==> src/sv/pmvg_pkg.sv <==
// shared types, constants and the marker command table of the point marker generator
package pmvg_pkg;

   // field and register widths
   localparam int COORD_BITS     = 14;
   localparam int TIC_BITS       = 10;
   localparam int HALF_BITS      = TIC_BITS - 1;
   localparam int OFF_BITS       = TIC_BITS;
   localparam int MARK_BITS      = 8;
   localparam int STEP_BITS      = 3;
   localparam int CSR_INDEX_BITS = 2;
   localparam int CSR_DATA_BITS  = 14;

   // job queue geometry
   localparam int QUEUE_DEPTH = 2;
   localparam int QPTR_BITS   = 1;
   localparam int QCNT_BITS   = 2;

   // divide by three: (n * 2731) >> 13, exact for n below 8192
   localparam int RECIP3_BITS  = 12;
   localparam int RECIP3       = 2731;
   localparam int RECIP3_SHIFT = 13;
   localparam int PROD3_BITS   = HALF_BITS + 2 + RECIP3_BITS;

   // divide by six: (m * 171) >> 10, exact for m below 512
   localparam int RECIP6       = 171;
   localparam int RECIP6_SHIFT = 10;
   localparam int PROD6_BITS   = 2 * MARK_BITS;
   localparam int QUOT6_BITS   = PROD6_BITS - RECIP6_SHIFT;

   // register reset values
   localparam logic [TIC_BITS-1:0]   HORIZ_TIC_RESET = TIC_BITS'(8);
   localparam logic [TIC_BITS-1:0]   VERT_TIC_RESET  = TIC_BITS'(8);
   localparam logic [COORD_BITS-1:0] X_EXTENT_RESET  = COORD_BITS'(1024);
   localparam logic [COORD_BITS-1:0] Y_EXTENT_RESET  = COORD_BITS'(780);

   typedef enum logic [CSR_INDEX_BITS-1:0] {
      CSR_HORIZ_TIC = 2'd0,
      CSR_VERT_TIC  = 2'd1,
      CSR_X_EXTENT  = 2'd2,
      CSR_Y_EXTENT  = 2'd3
   } csr_index_type;

   typedef enum logic [2:0] {
      SHAPE_DIAMOND  = 3'd0,
      SHAPE_PLUS     = 3'd1,
      SHAPE_BOX      = 3'd2,
      SHAPE_CROSS    = 3'd3,
      SHAPE_TRIANGLE = 3'd4,
      SHAPE_STAR     = 3'd5
   } shape_type;

   typedef enum logic {
      CMD_MOVE = 1'b0,
      CMD_DRAW = 1'b1
   } cmd_kind_type;

   typedef enum logic [2:0] {
      XS_CENTER   = 3'd0,
      XS_MINUS_H  = 3'd1,
      XS_PLUS_H   = 3'd2,
      XS_MINUS_H4 = 3'd3,
      XS_PLUS_H4  = 3'd4
   } xsel_type;

   typedef enum logic [2:0] {
      YS_CENTER   = 3'd0,
      YS_MINUS_V  = 3'd1,
      YS_PLUS_V   = 3'd2,
      YS_PLUS_V4  = 3'd3,
      YS_MINUS_V2 = 3'd4
   } ysel_type;

   typedef struct packed {
      cmd_kind_type kind;
      xsel_type     xsel;
      ysel_type     ysel;
      logic         last;
   } step_cmd_type;

   typedef struct packed {
      logic [TIC_BITS-1:0]   horiz_tic;
      logic [TIC_BITS-1:0]   vert_tic;
      logic [COORD_BITS-1:0] x_extent;
      logic [COORD_BITS-1:0] y_extent;
   } cfg_type;

   // one classified marker waiting for the back end
   typedef struct packed {
      logic [COORD_BITS-1:0] x;
      logic [COORD_BITS-1:0] y;
      shape_type             shape;
      logic [OFF_BITS-1:0]   h;
      logic [OFF_BITS-1:0]   v;
      logic [OFF_BITS-1:0]   h4;
      logic [OFF_BITS-1:0]   v4;
      logic [OFF_BITS-1:0]   v2;
   } job_type;

   typedef struct packed {
      logic empty;
      logic full;
   } queue_status_type;

   typedef struct packed {
      logic                 busy;
      logic [STEP_BITS-1:0] step;
   } back_status_type;

   function automatic step_cmd_type mk_cmd(cmd_kind_type kind, xsel_type xs, ysel_type ys,
                                           logic last);
      step_cmd_type c;
      c.kind = kind;
      c.xsel = xs;
      c.ysel = ys;
      c.last = last;
      return c;
   endfunction

   // pen command of one step of one shape
   function automatic step_cmd_type step_cmd(shape_type shape, logic [STEP_BITS-1:0] step);
      step_cmd_type c;
      c = mk_cmd(CMD_DRAW, XS_CENTER, YS_CENTER, 1'b1);
      case (shape)
         SHAPE_DIAMOND: begin
            case (step)
               3'd0: c = mk_cmd(CMD_MOVE, XS_MINUS_H, YS_CENTER, 1'b0);
               3'd1: c = mk_cmd(CMD_DRAW, XS_CENTER, YS_MINUS_V, 1'b0);
               3'd2: c = mk_cmd(CMD_DRAW, XS_PLUS_H, YS_CENTER, 1'b0);
               3'd3: c = mk_cmd(CMD_DRAW, XS_CENTER, YS_PLUS_V, 1'b0);
               3'd4: c = mk_cmd(CMD_DRAW, XS_MINUS_H, YS_CENTER, 1'b0);
               3'd5: c = mk_cmd(CMD_MOVE, XS_CENTER, YS_CENTER, 1'b0);
               default: c = mk_cmd(CMD_DRAW, XS_CENTER, YS_CENTER, 1'b1);
            endcase
         end
         SHAPE_PLUS: begin
            case (step)
               3'd0: c = mk_cmd(CMD_MOVE, XS_MINUS_H, YS_CENTER, 1'b0);
               3'd1: c = mk_cmd(CMD_DRAW, XS_PLUS_H, YS_CENTER, 1'b0);
               3'd2: c = mk_cmd(CMD_MOVE, XS_CENTER, YS_MINUS_V, 1'b0);
               default: c = mk_cmd(CMD_DRAW, XS_CENTER, YS_PLUS_V, 1'b1);
            endcase
         end
         SHAPE_BOX: begin
            case (step)
               3'd0: c = mk_cmd(CMD_MOVE, XS_MINUS_H, YS_MINUS_V, 1'b0);
               3'd1: c = mk_cmd(CMD_DRAW, XS_PLUS_H, YS_MINUS_V, 1'b0);
               3'd2: c = mk_cmd(CMD_DRAW, XS_PLUS_H, YS_PLUS_V, 1'b0);
               3'd3: c = mk_cmd(CMD_DRAW, XS_MINUS_H, YS_PLUS_V, 1'b0);
               3'd4: c = mk_cmd(CMD_DRAW, XS_MINUS_H, YS_MINUS_V, 1'b0);
               3'd5: c = mk_cmd(CMD_MOVE, XS_CENTER, YS_CENTER, 1'b0);
               default: c = mk_cmd(CMD_DRAW, XS_CENTER, YS_CENTER, 1'b1);
            endcase
         end
         SHAPE_CROSS: begin
            case (step)
               3'd0: c = mk_cmd(CMD_MOVE, XS_MINUS_H, YS_MINUS_V, 1'b0);
               3'd1: c = mk_cmd(CMD_DRAW, XS_PLUS_H, YS_PLUS_V, 1'b0);
               3'd2: c = mk_cmd(CMD_MOVE, XS_MINUS_H, YS_PLUS_V, 1'b0);
               default: c = mk_cmd(CMD_DRAW, XS_PLUS_H, YS_MINUS_V, 1'b1);
            endcase
         end
         SHAPE_TRIANGLE: begin
            case (step)
               3'd0: c = mk_cmd(CMD_MOVE, XS_CENTER, YS_PLUS_V4, 1'b0);
               3'd1: c = mk_cmd(CMD_DRAW, XS_MINUS_H4, YS_MINUS_V2, 1'b0);
               3'd2: c = mk_cmd(CMD_DRAW, XS_PLUS_H4, YS_MINUS_V2, 1'b0);
               3'd3: c = mk_cmd(CMD_DRAW, XS_CENTER, YS_PLUS_V4, 1'b0);
               3'd4: c = mk_cmd(CMD_MOVE, XS_CENTER, YS_CENTER, 1'b0);
               default: c = mk_cmd(CMD_DRAW, XS_CENTER, YS_CENTER, 1'b1);
            endcase
         end
         default: begin
            // star: plus followed by cross
            case (step)
               3'd0: c = mk_cmd(CMD_MOVE, XS_MINUS_H, YS_CENTER, 1'b0);
               3'd1: c = mk_cmd(CMD_DRAW, XS_PLUS_H, YS_CENTER, 1'b0);
               3'd2: c = mk_cmd(CMD_MOVE, XS_CENTER, YS_MINUS_V, 1'b0);
               3'd3: c = mk_cmd(CMD_DRAW, XS_CENTER, YS_PLUS_V, 1'b0);
               3'd4: c = mk_cmd(CMD_MOVE, XS_MINUS_H, YS_MINUS_V, 1'b0);
               3'd5: c = mk_cmd(CMD_DRAW, XS_PLUS_H, YS_PLUS_V, 1'b0);
               3'd6: c = mk_cmd(CMD_MOVE, XS_MINUS_H, YS_PLUS_V, 1'b0);
               default: c = mk_cmd(CMD_DRAW, XS_PLUS_H, YS_MINUS_V, 1'b1);
            endcase
         end
      endcase
      return c;
   endfunction

endpackage

==> src/sv/pmvg_req_if.sv <==
// point request channel: valid, ready and one point with its marker number
interface pmvg_req_if import pmvg_pkg::*; ();
   logic                  valid;
   logic                  ready;
   logic [COORD_BITS-1:0] point_x;
   logic [COORD_BITS-1:0] point_y;
   logic [MARK_BITS-1:0]  marker_number;

   modport source (output valid, point_x, point_y, marker_number, input ready);
   modport sink (input valid, point_x, point_y, marker_number, output ready);
endinterface

==> src/sv/pmvg_rsp_if.sv <==
// pen command channel: valid, ready and one pen command
interface pmvg_rsp_if import pmvg_pkg::*; ();
   logic                  valid;
   logic                  ready;
   logic                  command_kind;
   logic [COORD_BITS-1:0] target_x;
   logic [COORD_BITS-1:0] target_y;
   logic                  last_command;

   modport source (output valid, command_kind, target_x, target_y, last_command, input ready);
   modport sink (input valid, command_kind, target_x, target_y, last_command, output ready);
endinterface

==> src/sv/pmvg_front.sv <==
// front end: border rejection, shape selection and marker offsets for each point
module pmvg_front import pmvg_pkg::*; (
   pmvg_req_if.sink         req_chan,
   input  cfg_type          cfg,
   input  queue_status_type q_status,
   output logic             push,
   output job_type          push_job
);

   logic [HALF_BITS-1:0]    half_h;
   logic [HALF_BITS-1:0]    half_v;
   logic [HALF_BITS+1:0]    quad_h;
   logic [HALF_BITS+1:0]    quad_v;
   logic [HALF_BITS+1:0]    dbl_v;
   logic [PROD3_BITS-1:0]   prod_h4;
   logic [PROD3_BITS-1:0]   prod_v4;
   logic [PROD3_BITS-1:0]   prod_v2;
   logic [PROD6_BITS-1:0]   prod6;
   logic [QUOT6_BITS-1:0]   quot6;
   logic [MARK_BITS-1:0]    rem6;
   logic [COORD_BITS:0]     x_limit;
   logic [COORD_BITS:0]     y_limit;
   logic                    reject;

   // half tics and the triangle offsets
   assign half_h  = cfg.horiz_tic[TIC_BITS-1:1];
   assign half_v  = cfg.vert_tic[TIC_BITS-1:1];
   assign quad_h  = {half_h, 2'b00};
   assign quad_v  = {half_v, 2'b00};
   assign dbl_v   = {1'b0, half_v, 1'b0};
   assign prod_h4 = PROD3_BITS'(quad_h) * PROD3_BITS'(RECIP3);
   assign prod_v4 = PROD3_BITS'(quad_v) * PROD3_BITS'(RECIP3);
   assign prod_v2 = PROD3_BITS'(dbl_v) * PROD3_BITS'(RECIP3);

   // marker number mod six
   assign prod6 = PROD6_BITS'(req_chan.marker_number) * PROD6_BITS'(RECIP6);
   assign quot6 = prod6[PROD6_BITS-1:RECIP6_SHIFT];
   assign rem6  = req_chan.marker_number
                - (MARK_BITS'({quot6, 2'b00}) + MARK_BITS'({quot6, 1'b0}));

   // border rejection, upper limits taken as signed
   assign x_limit = {1'b0, cfg.x_extent} - (COORD_BITS+1)'(cfg.horiz_tic);
   assign y_limit = {1'b0, cfg.y_extent} - (COORD_BITS+1)'(cfg.vert_tic);
   assign reject  = (req_chan.point_x < COORD_BITS'(cfg.horiz_tic))
                 || (req_chan.point_y < COORD_BITS'(cfg.vert_tic))
                 || ($signed({1'b0, req_chan.point_x}) >= $signed(x_limit))
                 || ($signed({1'b0, req_chan.point_y}) >= $signed(y_limit));

   // rejected points are taken and dropped
   assign req_chan.ready = !q_status.full;
   assign push           = req_chan.valid && !q_status.full && !reject;

   always_comb begin
      push_job.x     = req_chan.point_x;
      push_job.y     = req_chan.point_y;
      push_job.shape = shape_type'(rem6[2:0]);
      push_job.h     = OFF_BITS'(half_h);
      push_job.v     = OFF_BITS'(half_v);
      push_job.h4    = OFF_BITS'(prod_h4 >> RECIP3_SHIFT);
      push_job.v4    = OFF_BITS'(prod_v4 >> RECIP3_SHIFT);
      push_job.v2    = OFF_BITS'(prod_v2 >> RECIP3_SHIFT);
   end

endmodule

==> src/sv/pmvg_queue.sv <==
// short job queue between front end and back end
module pmvg_queue import pmvg_pkg::*; (
   input  logic             clock,
   input  logic             reset,
   input  logic             push,
   input  job_type          push_job,
   input  logic             pop,
   output job_type          head_job,
   output queue_status_type q_status
);

   job_type                entry_ff [QUEUE_DEPTH];
   logic [QPTR_BITS-1:0]   wr_ptr_ff;
   logic [QPTR_BITS-1:0]   wr_ptr_in;
   logic [QPTR_BITS-1:0]   rd_ptr_ff;
   logic [QPTR_BITS-1:0]   rd_ptr_in;
   logic [QCNT_BITS-1:0]   count_ff;
   logic [QCNT_BITS-1:0]   count_in;

   // pointer and fill count update
   always_comb begin
      wr_ptr_in = push ? wr_ptr_ff + QPTR_BITS'(1) : wr_ptr_ff;
      rd_ptr_in = pop ? rd_ptr_ff + QPTR_BITS'(1) : rd_ptr_ff;
      count_in  = count_ff;
      if (push && !pop) begin
         count_in = count_ff + QCNT_BITS'(1);
      end else if (pop && !push) begin
         count_in = count_ff - QCNT_BITS'(1);
      end
   end

   always_ff @(posedge clock) begin
      if (reset) begin
         wr_ptr_ff <= '0;
         rd_ptr_ff <= '0;
         count_ff  <= '0;
      end else begin
         wr_ptr_ff <= wr_ptr_in;
         rd_ptr_ff <= rd_ptr_in;
         count_ff  <= count_in;
      end
   end

   // job storage
   always_ff @(posedge clock) begin
      if (push) begin
         entry_ff[wr_ptr_ff] <= push_job;
      end
   end

   assign head_job       = entry_ff[rd_ptr_ff];
   assign q_status.empty = (count_ff == '0);
   assign q_status.full  = (count_ff == QCNT_BITS'(QUEUE_DEPTH));

endmodule

==> src/sv/pmvg_back.sv <==
// back end: steps through the shape's pen commands into the result register
module pmvg_back import pmvg_pkg::*; (
   input  logic             clock,
   input  logic             reset,
   input  job_type          head_job,
   input  queue_status_type q_status,
   output logic             pop,
   output back_status_type  back_status,
   pmvg_rsp_if.source       rsp_chan
);

   logic [STEP_BITS-1:0]  step_ff;
   logic [STEP_BITS-1:0]  step_in;
   logic                  valid_ff;
   logic                  valid_in;
   logic                  kind_ff;
   logic [COORD_BITS-1:0] target_x_ff;
   logic [COORD_BITS-1:0] target_x_in;
   logic [COORD_BITS-1:0] target_y_ff;
   logic [COORD_BITS-1:0] target_y_in;
   logic                  last_ff;
   logic                  load;
   logic                  emit;
   step_cmd_type          cmd;
   logic [OFF_BITS-1:0]   off_x;
   logic [OFF_BITS-1:0]   off_y;
   logic                  sub_x;
   logic                  sub_y;

   assign load = !valid_ff || rsp_chan.ready;
   assign emit = !q_status.empty && load;
   assign cmd  = step_cmd(head_job.shape, step_ff);
   assign pop  = emit && cmd.last;

   // offset selection for x
   always_comb begin
      off_x = '0;
      sub_x = 1'b0;
      case (cmd.xsel)
         XS_MINUS_H: begin
            off_x = head_job.h;
            sub_x = 1'b1;
         end
         XS_PLUS_H: begin
            off_x = head_job.h;
         end
         XS_MINUS_H4: begin
            off_x = head_job.h4;
            sub_x = 1'b1;
         end
         XS_PLUS_H4: begin
            off_x = head_job.h4;
         end
         default: begin
            off_x = '0;
         end
      endcase
   end

   // offset selection for y
   always_comb begin
      off_y = '0;
      sub_y = 1'b0;
      case (cmd.ysel)
         YS_MINUS_V: begin
            off_y = head_job.v;
            sub_y = 1'b1;
         end
         YS_PLUS_V: begin
            off_y = head_job.v;
         end
         YS_PLUS_V4: begin
            off_y = head_job.v4;
         end
         YS_MINUS_V2: begin
            off_y = head_job.v2;
            sub_y = 1'b1;
         end
         default: begin
            off_y = '0;
         end
      endcase
   end

   // command end point
   assign target_x_in = sub_x ? head_job.x - COORD_BITS'(off_x)
                              : head_job.x + COORD_BITS'(off_x);
   assign target_y_in = sub_y ? head_job.y - COORD_BITS'(off_y)
                              : head_job.y + COORD_BITS'(off_y);

   // step counter and result valid
   always_comb begin
      step_in = step_ff;
      if (pop) begin
         step_in = '0;
      end else if (emit) begin
         step_in = step_ff + STEP_BITS'(1);
      end
      valid_in = emit ? 1'b1 : (valid_ff && !rsp_chan.ready);
   end

   always_ff @(posedge clock) begin
      if (reset) begin
         step_ff  <= '0;
         valid_ff <= 1'b0;
      end else begin
         step_ff  <= step_in;
         valid_ff <= valid_in;
      end
   end

   // result word
   always_ff @(posedge clock) begin
      if (emit) begin
         kind_ff     <= cmd.kind;
         target_x_ff <= target_x_in;
         target_y_ff <= target_y_in;
         last_ff     <= cmd.last;
      end
   end

   assign rsp_chan.valid        = valid_ff;
   assign rsp_chan.command_kind = kind_ff;
   assign rsp_chan.target_x     = target_x_ff;
   assign rsp_chan.target_y     = target_y_ff;
   assign rsp_chan.last_command = last_ff;

   assign back_status.busy = !q_status.empty;
   assign back_status.step = step_ff;

endmodule

==> src/sv/point_marker_vector_generator.sv <==
// Point marker generator top level: configuration registers, front end, job queue, back end.
// Each accepted point either falls within one tic of a border and yields no words, or
// yields the pen commands of its marker: 4 words for plus and X, 6 for the triangle,
// 7 for diamond and box, 8 for the star, the last one flagged with last_command. The
// back end writes one word per cycle into a single result register while the receiver
// is ready; a rejected point is taken at the input and dropped. Points are taken every
// cycle while the two-entry job queue has room, so the front end keeps accepting while
// the back end drains a marker.
module point_marker_vector_generator import pmvg_pkg::*; (
   input  logic                      clock,
   input  logic                      reset,
   input  logic                      csr_write_en,
   input  logic [CSR_INDEX_BITS-1:0] csr_index,
   input  logic [CSR_DATA_BITS-1:0]  csr_wdata,
   pmvg_req_if.sink                  req_chan,
   pmvg_rsp_if.source                rsp_chan
);

   cfg_type          cfg_ff;
   cfg_type          cfg_in;
   logic             push;
   job_type          push_job;
   logic             pop;
   job_type          head_job;
   queue_status_type q_status;
   back_status_type  back_status;

   // configuration register writes
   always_comb begin
      cfg_in = cfg_ff;
      if (csr_write_en) begin
         case (csr_index)
            CSR_HORIZ_TIC: cfg_in.horiz_tic = csr_wdata[TIC_BITS-1:0];
            CSR_VERT_TIC:  cfg_in.vert_tic  = csr_wdata[TIC_BITS-1:0];
            CSR_X_EXTENT:  cfg_in.x_extent  = csr_wdata[COORD_BITS-1:0];
            CSR_Y_EXTENT:  cfg_in.y_extent  = csr_wdata[COORD_BITS-1:0];
            default:       cfg_in = cfg_ff;
         endcase
      end
   end

   always_ff @(posedge clock) begin
      if (reset) begin
         cfg_ff.horiz_tic <= HORIZ_TIC_RESET;
         cfg_ff.vert_tic  <= VERT_TIC_RESET;
         cfg_ff.x_extent  <= X_EXTENT_RESET;
         cfg_ff.y_extent  <= Y_EXTENT_RESET;
      end else begin
         cfg_ff <= cfg_in;
      end
   end

   pmvg_front u_front (
      .req_chan (req_chan),
      .cfg      (cfg_ff),
      .q_status (q_status),
      .push     (push),
      .push_job (push_job)
   );

   pmvg_queue u_queue (
      .clock    (clock),
      .reset    (reset),
      .push     (push),
      .push_job (push_job),
      .pop      (pop),
      .head_job (head_job),
      .q_status (q_status)
   );

   pmvg_back u_back (
      .clock       (clock),
      .reset       (reset),
      .head_job    (head_job),
      .q_status    (q_status),
      .pop         (pop),
      .back_status (back_status),
      .rsp_chan    (rsp_chan)
   );

   // step counter is back at the first command whenever no job is waiting
   a_step_idle: assert property (@(posedge clock) disable iff (reset)
      q_status.empty |-> (back_status.step == '0))
      else $error("marker step counter not cleared with empty queue");

   // no result word right after reset
   a_out_reset: assert property (@(posedge clock)
      (!reset && $past(reset)) |-> !rsp_chan.valid)
      else $error("result word valid right after reset");

   // a job pushed into an empty queue makes the back end busy next cycle
   a_push_busy: assert property (@(posedge clock) disable iff (reset)
      (push && q_status.empty) |=> back_status.busy)
      else $error("pushed job not visible to back end");

endmodule
==> src/flat_wrapper.sv <==
// flat-port wrapper written by rule: the top's interface ports become plain ports
module point_marker_vector_generator_flat import pmvg_pkg::*;
  (clock, reset, csr_write_en, csr_index, csr_wdata, req_chan_valid, req_chan_point_x, req_chan_point_y, req_chan_marker_number, req_chan_ready, rsp_chan_valid, rsp_chan_command_kind, rsp_chan_target_x, rsp_chan_target_y, rsp_chan_last_command, rsp_chan_ready);
  pmvg_req_if req_chan_i ();
  pmvg_rsp_if rsp_chan_i ();
  input  logic clock;
  input  logic reset;
  input  logic csr_write_en;
  input  logic [CSR_INDEX_BITS-1:0] csr_index;
  input  logic [CSR_DATA_BITS-1:0] csr_wdata;
  input wire logic [$bits(req_chan_i.valid)-1:0] req_chan_valid;
  input wire logic [$bits(req_chan_i.point_x)-1:0] req_chan_point_x;
  input wire logic [$bits(req_chan_i.point_y)-1:0] req_chan_point_y;
  input wire logic [$bits(req_chan_i.marker_number)-1:0] req_chan_marker_number;
  output wire logic [$bits(req_chan_i.ready)-1:0] req_chan_ready;
  output wire logic [$bits(rsp_chan_i.valid)-1:0] rsp_chan_valid;
  output wire logic [$bits(rsp_chan_i.command_kind)-1:0] rsp_chan_command_kind;
  output wire logic [$bits(rsp_chan_i.target_x)-1:0] rsp_chan_target_x;
  output wire logic [$bits(rsp_chan_i.target_y)-1:0] rsp_chan_target_y;
  output wire logic [$bits(rsp_chan_i.last_command)-1:0] rsp_chan_last_command;
  input wire logic [$bits(rsp_chan_i.ready)-1:0] rsp_chan_ready;
  assign req_chan_i.valid = req_chan_valid;
  assign req_chan_i.point_x = req_chan_point_x;
  assign req_chan_i.point_y = req_chan_point_y;
  assign req_chan_i.marker_number = req_chan_marker_number;
  assign req_chan_ready = req_chan_i.ready;
  assign rsp_chan_valid = rsp_chan_i.valid;
  assign rsp_chan_command_kind = rsp_chan_i.command_kind;
  assign rsp_chan_target_x = rsp_chan_i.target_x;
  assign rsp_chan_target_y = rsp_chan_i.target_y;
  assign rsp_chan_last_command = rsp_chan_i.last_command;
  assign rsp_chan_i.ready = rsp_chan_ready;
  point_marker_vector_generator u_core (.clock(clock), .reset(reset), .csr_write_en(csr_write_en), .csr_index(csr_index), .csr_wdata(csr_wdata), .req_chan(req_chan_i), .rsp_chan(rsp_chan_i));
endmodule
==> config.mk <==
export PLATFORM = sky130hd
export DESIGN_NAME = point_marker_vector_generator_flat
export DESIGN_NICKNAME = d
export VERILOG_FILES = /design/src/sv/pmvg_pkg.sv /design/src/sv/pmvg_req_if.sv /design/src/sv/pmvg_rsp_if.sv /design/src/sv/pmvg_front.sv /design/src/sv/pmvg_queue.sv /design/src/sv/pmvg_back.sv /design/src/sv/point_marker_vector_generator.sv /design/src/flat_wrapper.sv
export SDC_FILE = /design/constraint.sdc
export NUM_CORES = 1
export LEC_CHECK = 0
export BUFFER_PORTS_ARGS = -buffer_cell sky130_fd_sc_hd__buf_2
export CAP_MARGIN = 20
export CORE_MARGIN = 2
export CORE_UTILIZATION = 63
export DETAILED_ROUTE_END_ITERATION = 7
export HOLD_SLACK_MARGIN = 0.12
export PLACE_DENSITY = 0.8
export SYNTH_ARGS = -nofsm -noshare
export SYNTH_HDL_FRONTEND = slang
export SYNTH_SLANG_ARGS = --single-unit
==> constraint.sdc <==
create_clock -name clock -period 11 [get_ports clock]
set_input_delay 1.1 -clock clock [delete_from_list [all_inputs] [get_ports clock]]
set_output_delay 1.1 -clock clock [all_outputs]
set_load 0.005 [all_outputs]
# == Word level (Yosys, flattened, before mapping) ==
# Memory sizes are Yosys's and may differ from the RTL's. A register that Yosys moved wholly into a read port is not among the register bits.
# Cells that the tools add are included.
# totals
register_bits,86
mem_bits_rw,156
out_inout_bits,32
wordCells,110
memories,1
# op_classes
addsub,13
n_mul,4
n_lt_le_gt_ge,4
n_eq_ne,22
n_mux,20
reduce_logical,33
# memory_table
name,depth,width,rd,rd_clocked_by_memory_dff,wr,line,text
u_core.u_queue.entry_ff,2,78,1,1,1,pmvg_queue.sv:12,job_type entry_ff [QUEUE_DEPTH];
# ops
op,count
one-hot mux 8 bit (6 select lines),2
one-hot mux 8 bit (5 select lines),2
multiplier 9 x 12 -> 21 bit (second input constant),3
one-hot mux 8 bit (7 select lines),1
one-hot mux 8 bit (3 select lines),2
greater-or-equal comparator 15 bit,2
one-hot mux 10 bit (3 select lines),1
subtractor 14 x 10 -> 15 bit,2
adder 14 x 10 -> 14 bit,2
less-than comparator 14 x 10 -> 1 bit,2
2-to-1 mux 14 bit,2
subtractor 14 x 10 -> 14 bit,2
== test 3 x 2 -> 1 bit (second input constant),8
one-hot mux 10 bit (2 select lines),1
== test 3 bit (second input constant),6
== test 3 x 1 -> 1 bit (second input constant),4
multiplier 8 x 8 -> 12 bit (second input constant),1
OR reduction 2 bit,6
AND reduction 2 bit,4
logical AND 1 bit,7
logical NOT 1 bit,7
2-to-1 mux 1 bit,7
== test 2 bit (second input constant),3
logical NOT 3 bit,2
11 further kinds,17

# == Longest topological paths before layout ==
# logic_depth
depth_word,10
ltp_mapped,26
depth_no_buf,25

# == Hierarchy ==
# Synthesis repeated with hierarchy kept, for this count alone.
# unflattened
hier_cells,1597
hier_area_um2,17932.2
# modules_own_cells
mod,instances,cells_each,area_each_um2
pmvg_front,1,736,6347.3
pmvg_queue,1,274,6082.1
pmvg_back,1,404,3553.4
point_marker_vector_generator,1,183,1949.4

# == Worst setup path before layout ==
# Ideal clock, no wire load.
# synth_timing
path_type,register to register
from,reg u_core.cfg_ff[39] (netlist name)
to,mem u_core.u_queue.entry_ff[0][10] (netlist name) (enable)
setup_ns,0.505
t_arrival_ns,6.827
setup_slack_ns,3.668
path_stages_with_launch,21
path_buffers,0
path_cell_list,dfxtp_1 inv_1 ha_1 nor2b_1 o21ai_0 a21boi_0 o21ai_0 a21oi_1 o21ai_0 a21oi_1 o21ai_0 or3b_2 nand3_1 ha_1 a21o_1 a211oi_1 a21oi_1 o21a_1 a2111oi_0 and4_1 nor2b_1
# synth_between
elab_chain_cells,8
elab_cells_between_ends,10
# synth_rtl
item,line,text
"start, declared",point_marker_vector_generator.sv:19,cfg_type cfg_ff;
"start signal, assigned",point_marker_vector_generator.sv:49,cfg_ff <= cfg_in;
subtractor 14 x 10 -> 15 bit / less-than comparator 14 x 10 -> 1 bit (equally long branches),"pmvg_front.sv:42, pmvg_front.sv:44",
greater-or-equal comparator 15 bit / logical OR 1 bit (equally long branches),"pmvg_front.sv:46, pmvg_front.sv:45",
logical OR 1 bit *,pmvg_front.sv:46,"|| ($signed({1'b0, req_chan.point_x}) >= $signed(x_limit))"
logical OR 1 bit *,pmvg_front.sv:47,"|| ($signed({1'b0, req_chan.point_y}) >= $signed(y_limit));"
logical NOT 1 bit *,pmvg_front.sv:51,assign push = req_chan.valid && !q_status.full && !reject;
logical AND 1 bit *,pmvg_front.sv:51,
net u_core.push,point_marker_vector_generator.sv:21,logic push;
2-to-1 mux 1 bit *,pmvg_queue.sv:46,if (push) begin
2-to-1 mux 1 bit (not written as such) *,pmvg_queue.sv:47,entry_ff[wr_ptr_ff] <= push_job;
"end, declared",pmvg_queue.sv:12,
# The timed path passes the listed nets; every way through them passes the cells marked *.

# == Worst setup path in the final report ==
# layout_timing
from,reg u_core.u_back.step_ff[2]
to,"reg u_core.u_back.target_y_ff[13], in the netlist u_core.u_back.rsp_chan.target_y[13] (data pin)"
# layout_between
elab_chain_cells,8
elab_cells_between_ends,25
# layout_rtl
item,line,text
"start, declared",pmvg_back.sv:12,logic [STEP_BITS-1:0] step_ff;
"start signal, assigned",pmvg_back.sv:107,step_ff <= step_in;
"== test 3 bit, or another cell as far along",pmvg_pkg.sv:175,case (step)
"one-hot mux 8 bit (7 select lines), or another cell as far along",pmvg_pkg.sv:175,
one-hot mux 8 bit (5 select lines) *,pmvg_pkg.sv:124,case (shape)
== test 3 x 2 -> 1 bit / == test 3 x 1 -> 1 bit (equally long branches),pmvg_back.sv:64,case (cmd.ysel)
OR reduction 2 bit (no source line),n/a,
one-hot mux 10 bit (3 select lines),pmvg_back.sv:64,
adder 14 x 10 -> 14 bit / subtractor 14 x 10 -> 14 bit (equally long branches),"pmvg_back.sv:89, pmvg_back.sv:88",
2-to-1 mux 14 bit *,pmvg_back.sv:88,assign target_y_in = sub_y ? head_job.y - COORD_BITS'(off_y)
net u_core.u_back.target_y_in[13],pmvg_back.sv:20,logic [COORD_BITS-1:0] target_y_in;
"end signal, assigned",pmvg_back.sv:117,target_y_ff <= target_y_in;
"end, declared",pmvg_back.sv:19,logic [COORD_BITS-1:0] target_y_ff;
# Marked as above.
# A chain may end at the register's enable or synchronous reset.

==> impl_metrics.toml <==
[floorplanning]
die_y_microns = 167
fp.dieW_microns = 167
start_util = 0.642
core_sq_mm = 0.0261
ios = 89
rows = 59
die_area_sq_mm = 0.0279

[cells_and_area]
nets = 2036
nFillCells = 1908
post-route-util = 0.702
area_growth_pct = 9.33
multi_input_area_sq_mm = 0.00959
antennaDiodeCount = 0
ff_latch_area_sq_mm = 0.00619
drive_gt1_frac = 0.127

[placement]
port-buffer-count = 88
gp_congestion = 0.882
dp_hpwl_mm = 27.8

[pwr]
p_sw_mw = 1.80
peakVddDrop_uv = 235
leakage_nw = 7.93
sequentialPowerShare = 0.268
clkPwrFrac = 0.184
p_comb_frac = 0.549
power_switching_share = 0.400
internal-power_mw = 2.70
powerDensity_mw_per_mm2 = 246

[timing]
period_share = 0.575
setup_viol = 0
worstMarginPinSlew_ns = 0.934
finClkSkew_ns = 0.0114
max_freq_mhz = 158
rsz0062_at_grt = "false"
maxSlewHeadroom = 0.375
tns_ns = 0
hold_viol_final = 0
final-max-slew-violation-count = 0
fin_crit_ns = 6.33

[status]
status = "finished, final reports clean"

[logic_synthesis]
syn_inst = 1621
syn_avg_cell_area_sq_um = 10.3
synth_seq_area_share = 0.370
ys_types = 84
synth-async-reset-ratio = 0
synth_edf_count = 168
yosysWarnings = 0
synth_flop_cell = "edfxtp_1"
ys_seq_elements = 225
syn_area_sq_mm = 0.0167
synth_nets = 1958

[cts]
cts_buffers = 25
cts.hold.buffers_added = 0
clock-sinks = 225
htree_levels = 1
ctsResizeCount = 0
clockBufferDepth = 3
cts_root_buf = "clkbuf_16"
tritoncts = "yes"
clock_latency_ns = 0.52
cts.clk_slew.worst_paths_ns = 0.07
cts_setup_buffers = 0

[setup_path]
cp_max_fo = 20
critPathArrivalTime_ns = 6.59
path_class = "flop to flop"
endpoint_kind = "flop"
startpoint_type = "flop"
cp.required_ns = 11.26

[route]
ant_nets = 0
wl_mm = 36.1
firstDrtPassIters = 4
drtIter0Drc = 764
route.vias.total = 12200
drcViolationCount = 0
vias_per_cell = 5.92
post_drt_wl_per_cell_microns = 17.6

[global_route]
grt_max_degree = 60
grt_pass1_vias = 11700
grt_antenna_before_repair = 2
grt_overflow = 0
grt_use_total = 0.258
grt_pass1_wl_mm = 58.8

[min_path]
hold_class = "flop to flop"

[job]
maxCapViolations = 0
metrics by stage:
stage | hold WS [ns] | worst slack, ns | instance area (sq um) | cells | total power, mW
after global placement | 0.445 | 4.86 | 17400 | 2004 | 3.58
after detailed placement | 0.452 | 4.69 | 17500 | 2005 | 3.67
after floorplan | 0.436 | 3.67 | 16700 | 1621 | 3.18
after global routing | 0.488 | 4.07 | 18300 | 2053 | 4.86
final | 0.460 | 4.67 | 18300 | 2053 | 4.50
after CTS | 0.461 | 4.67 | 18300 | 2051 | 4.51
final timing paths:
kind	startpoint	to	slack [ns]	cells after the start
setup / recovery	u_core.u_back.step_ff[2]	u_core.u_back.rsp_chan.target_y[13]	4.67	22
hold / removal	u_core.cfg_ff[0]	u_core.cfg_ff[0]	0.46	2
setup reg to reg	u_core.u_back.step_ff[2]	u_core.u_back.rsp_chan.target_y[13]	4.67	22
hold reg to reg	u_core.cfg_ff[0]	u_core.cfg_ff[0]	0.46	2
power by group through the flow:
| stage | Sequential [mW] | Combinational (mW) | Clock, mW |
|---|---|---|---|
| final | 1.20 | 2.47 | 0.826 |
| after global routing | 1.21 | 2.78 | 0.873 |
| after floorplan | 1.21 | 1.97 | 0 |
| after detailed placement | 1.22 | 2.44 | 0 |
| after CTS | 1.20 | 2.46 | 0.839 |
| after global placement | 1.22 | 2.36 | 0 |
layout by cell type, fill, tap and decap left out, types with 18 or more instances in the layout:
master	instances
clkbuf_16	25
nor2b_1	18
fa_1	63
xnor2_1	49
nand2_1	116
o21ai_0	61
a21oi_1	109
dfxtp_1	56
mux2_2	35
mux2i_1	47
nand2b_1	20
xor2_1	31
edfxtp_1	168
nor2_1	104
nor3_1	30
ha_1	217
nand3_1	42
inv_1	202
buf_2	88
synth_stat cells, types with 20 or more instances:
master | n | share of area
fa_1 | 63 | 0.075
xnor2_1 | 49 | 0.026
dfxtp_1 | 57 | 0.068
o21ai_0 | 61 | 0.018
xor2_1 | 31 | 0.016
inv_1 | 202 | 0.045
clkbuf_1 | 26 | 0.0058
nor2_1 | 104 | 0.023
mux2i_1 | 47 | 0.028
nand2_1 | 116 | 0.026
nand2b_1 | 20 | 0.0075
nand3_1 | 42 | 0.013
edfxtp_1 | 168 | 0.30
ha_1 | 217 | 0.16
mux2_2 | 35 | 0.024
nor3_1 | 30 | 0.0090
a21oi_1 | 109 | 0.033
per-layer routing:
layer	wire, microns	global-route usage
met3	2050	0.0345
met1	16200	0.358
met5	13	0
met2	17000	0.429
met4	834	0.0675
critical path, stage by stage, from the launching register on:
cell and delay, ns:
dfxtp_1 0.72, inv_1 0.25, ha_1 0.38, nor3_1 0.23
nor3_1 0.06, o311ai_1 0.54, o41ai_4 0.33, a211oi_1 0.29
a2111oi_0 0.10, nor2_1 0.24, ha_1 0.27, a22oi_1 0.25
ha_1 0.27, nor2b_1 0.13, o21ai_0 0.20, a21boi_0 0.15
o21ai_0 0.23, a21oi_1 0.12, a41o_1 0.27, o41ai_1 0.41
o21bai_1 0.10, a21oi_1 0.15, xnor3_1 0.39
layout make-up:
| cell class | instances | area share |
|---|---|---|
| clock buffers | 32 | 0.0373 |
| clock inverters | 14 | 0.00814 |
| inverters | 202 | 0.0414 |
| multi-input cells | 1148 | 0.524 |
| flip-flops and latches | 225 | 0.338 |
| well taps | 335 | 0.0229 |
| repair buffers | 97 | 0.0280 |
state kept, by name, indices dropped and copies added, names as in the netlist, 2 cells and up, named ones only:
register                         count
u_core.cfg_ff                       48
u_core.u_back.rsp_chan.target_x     14
u_core.u_back.rsp_chan.target_y     14
u_core.u_back.step_ff                3
u_core.u_queue.count_ff              2
u_core.u_queue.entry_ff            138
cell families after synthesis:
family | Yosys count | synth area share
adders and majority gates | 280 | 0.238
DFF | 225 | 0.370
xor gates and xnor gates | 81 | 0.0432
and+or+nand+nor | 403 | 0.117
AOI/OAI and AO/OA | 298 | 0.118
muxes | 86 | 0.0561
buffers and inverters | 248 | 0.0587
(Power assumes the default switching activity.)
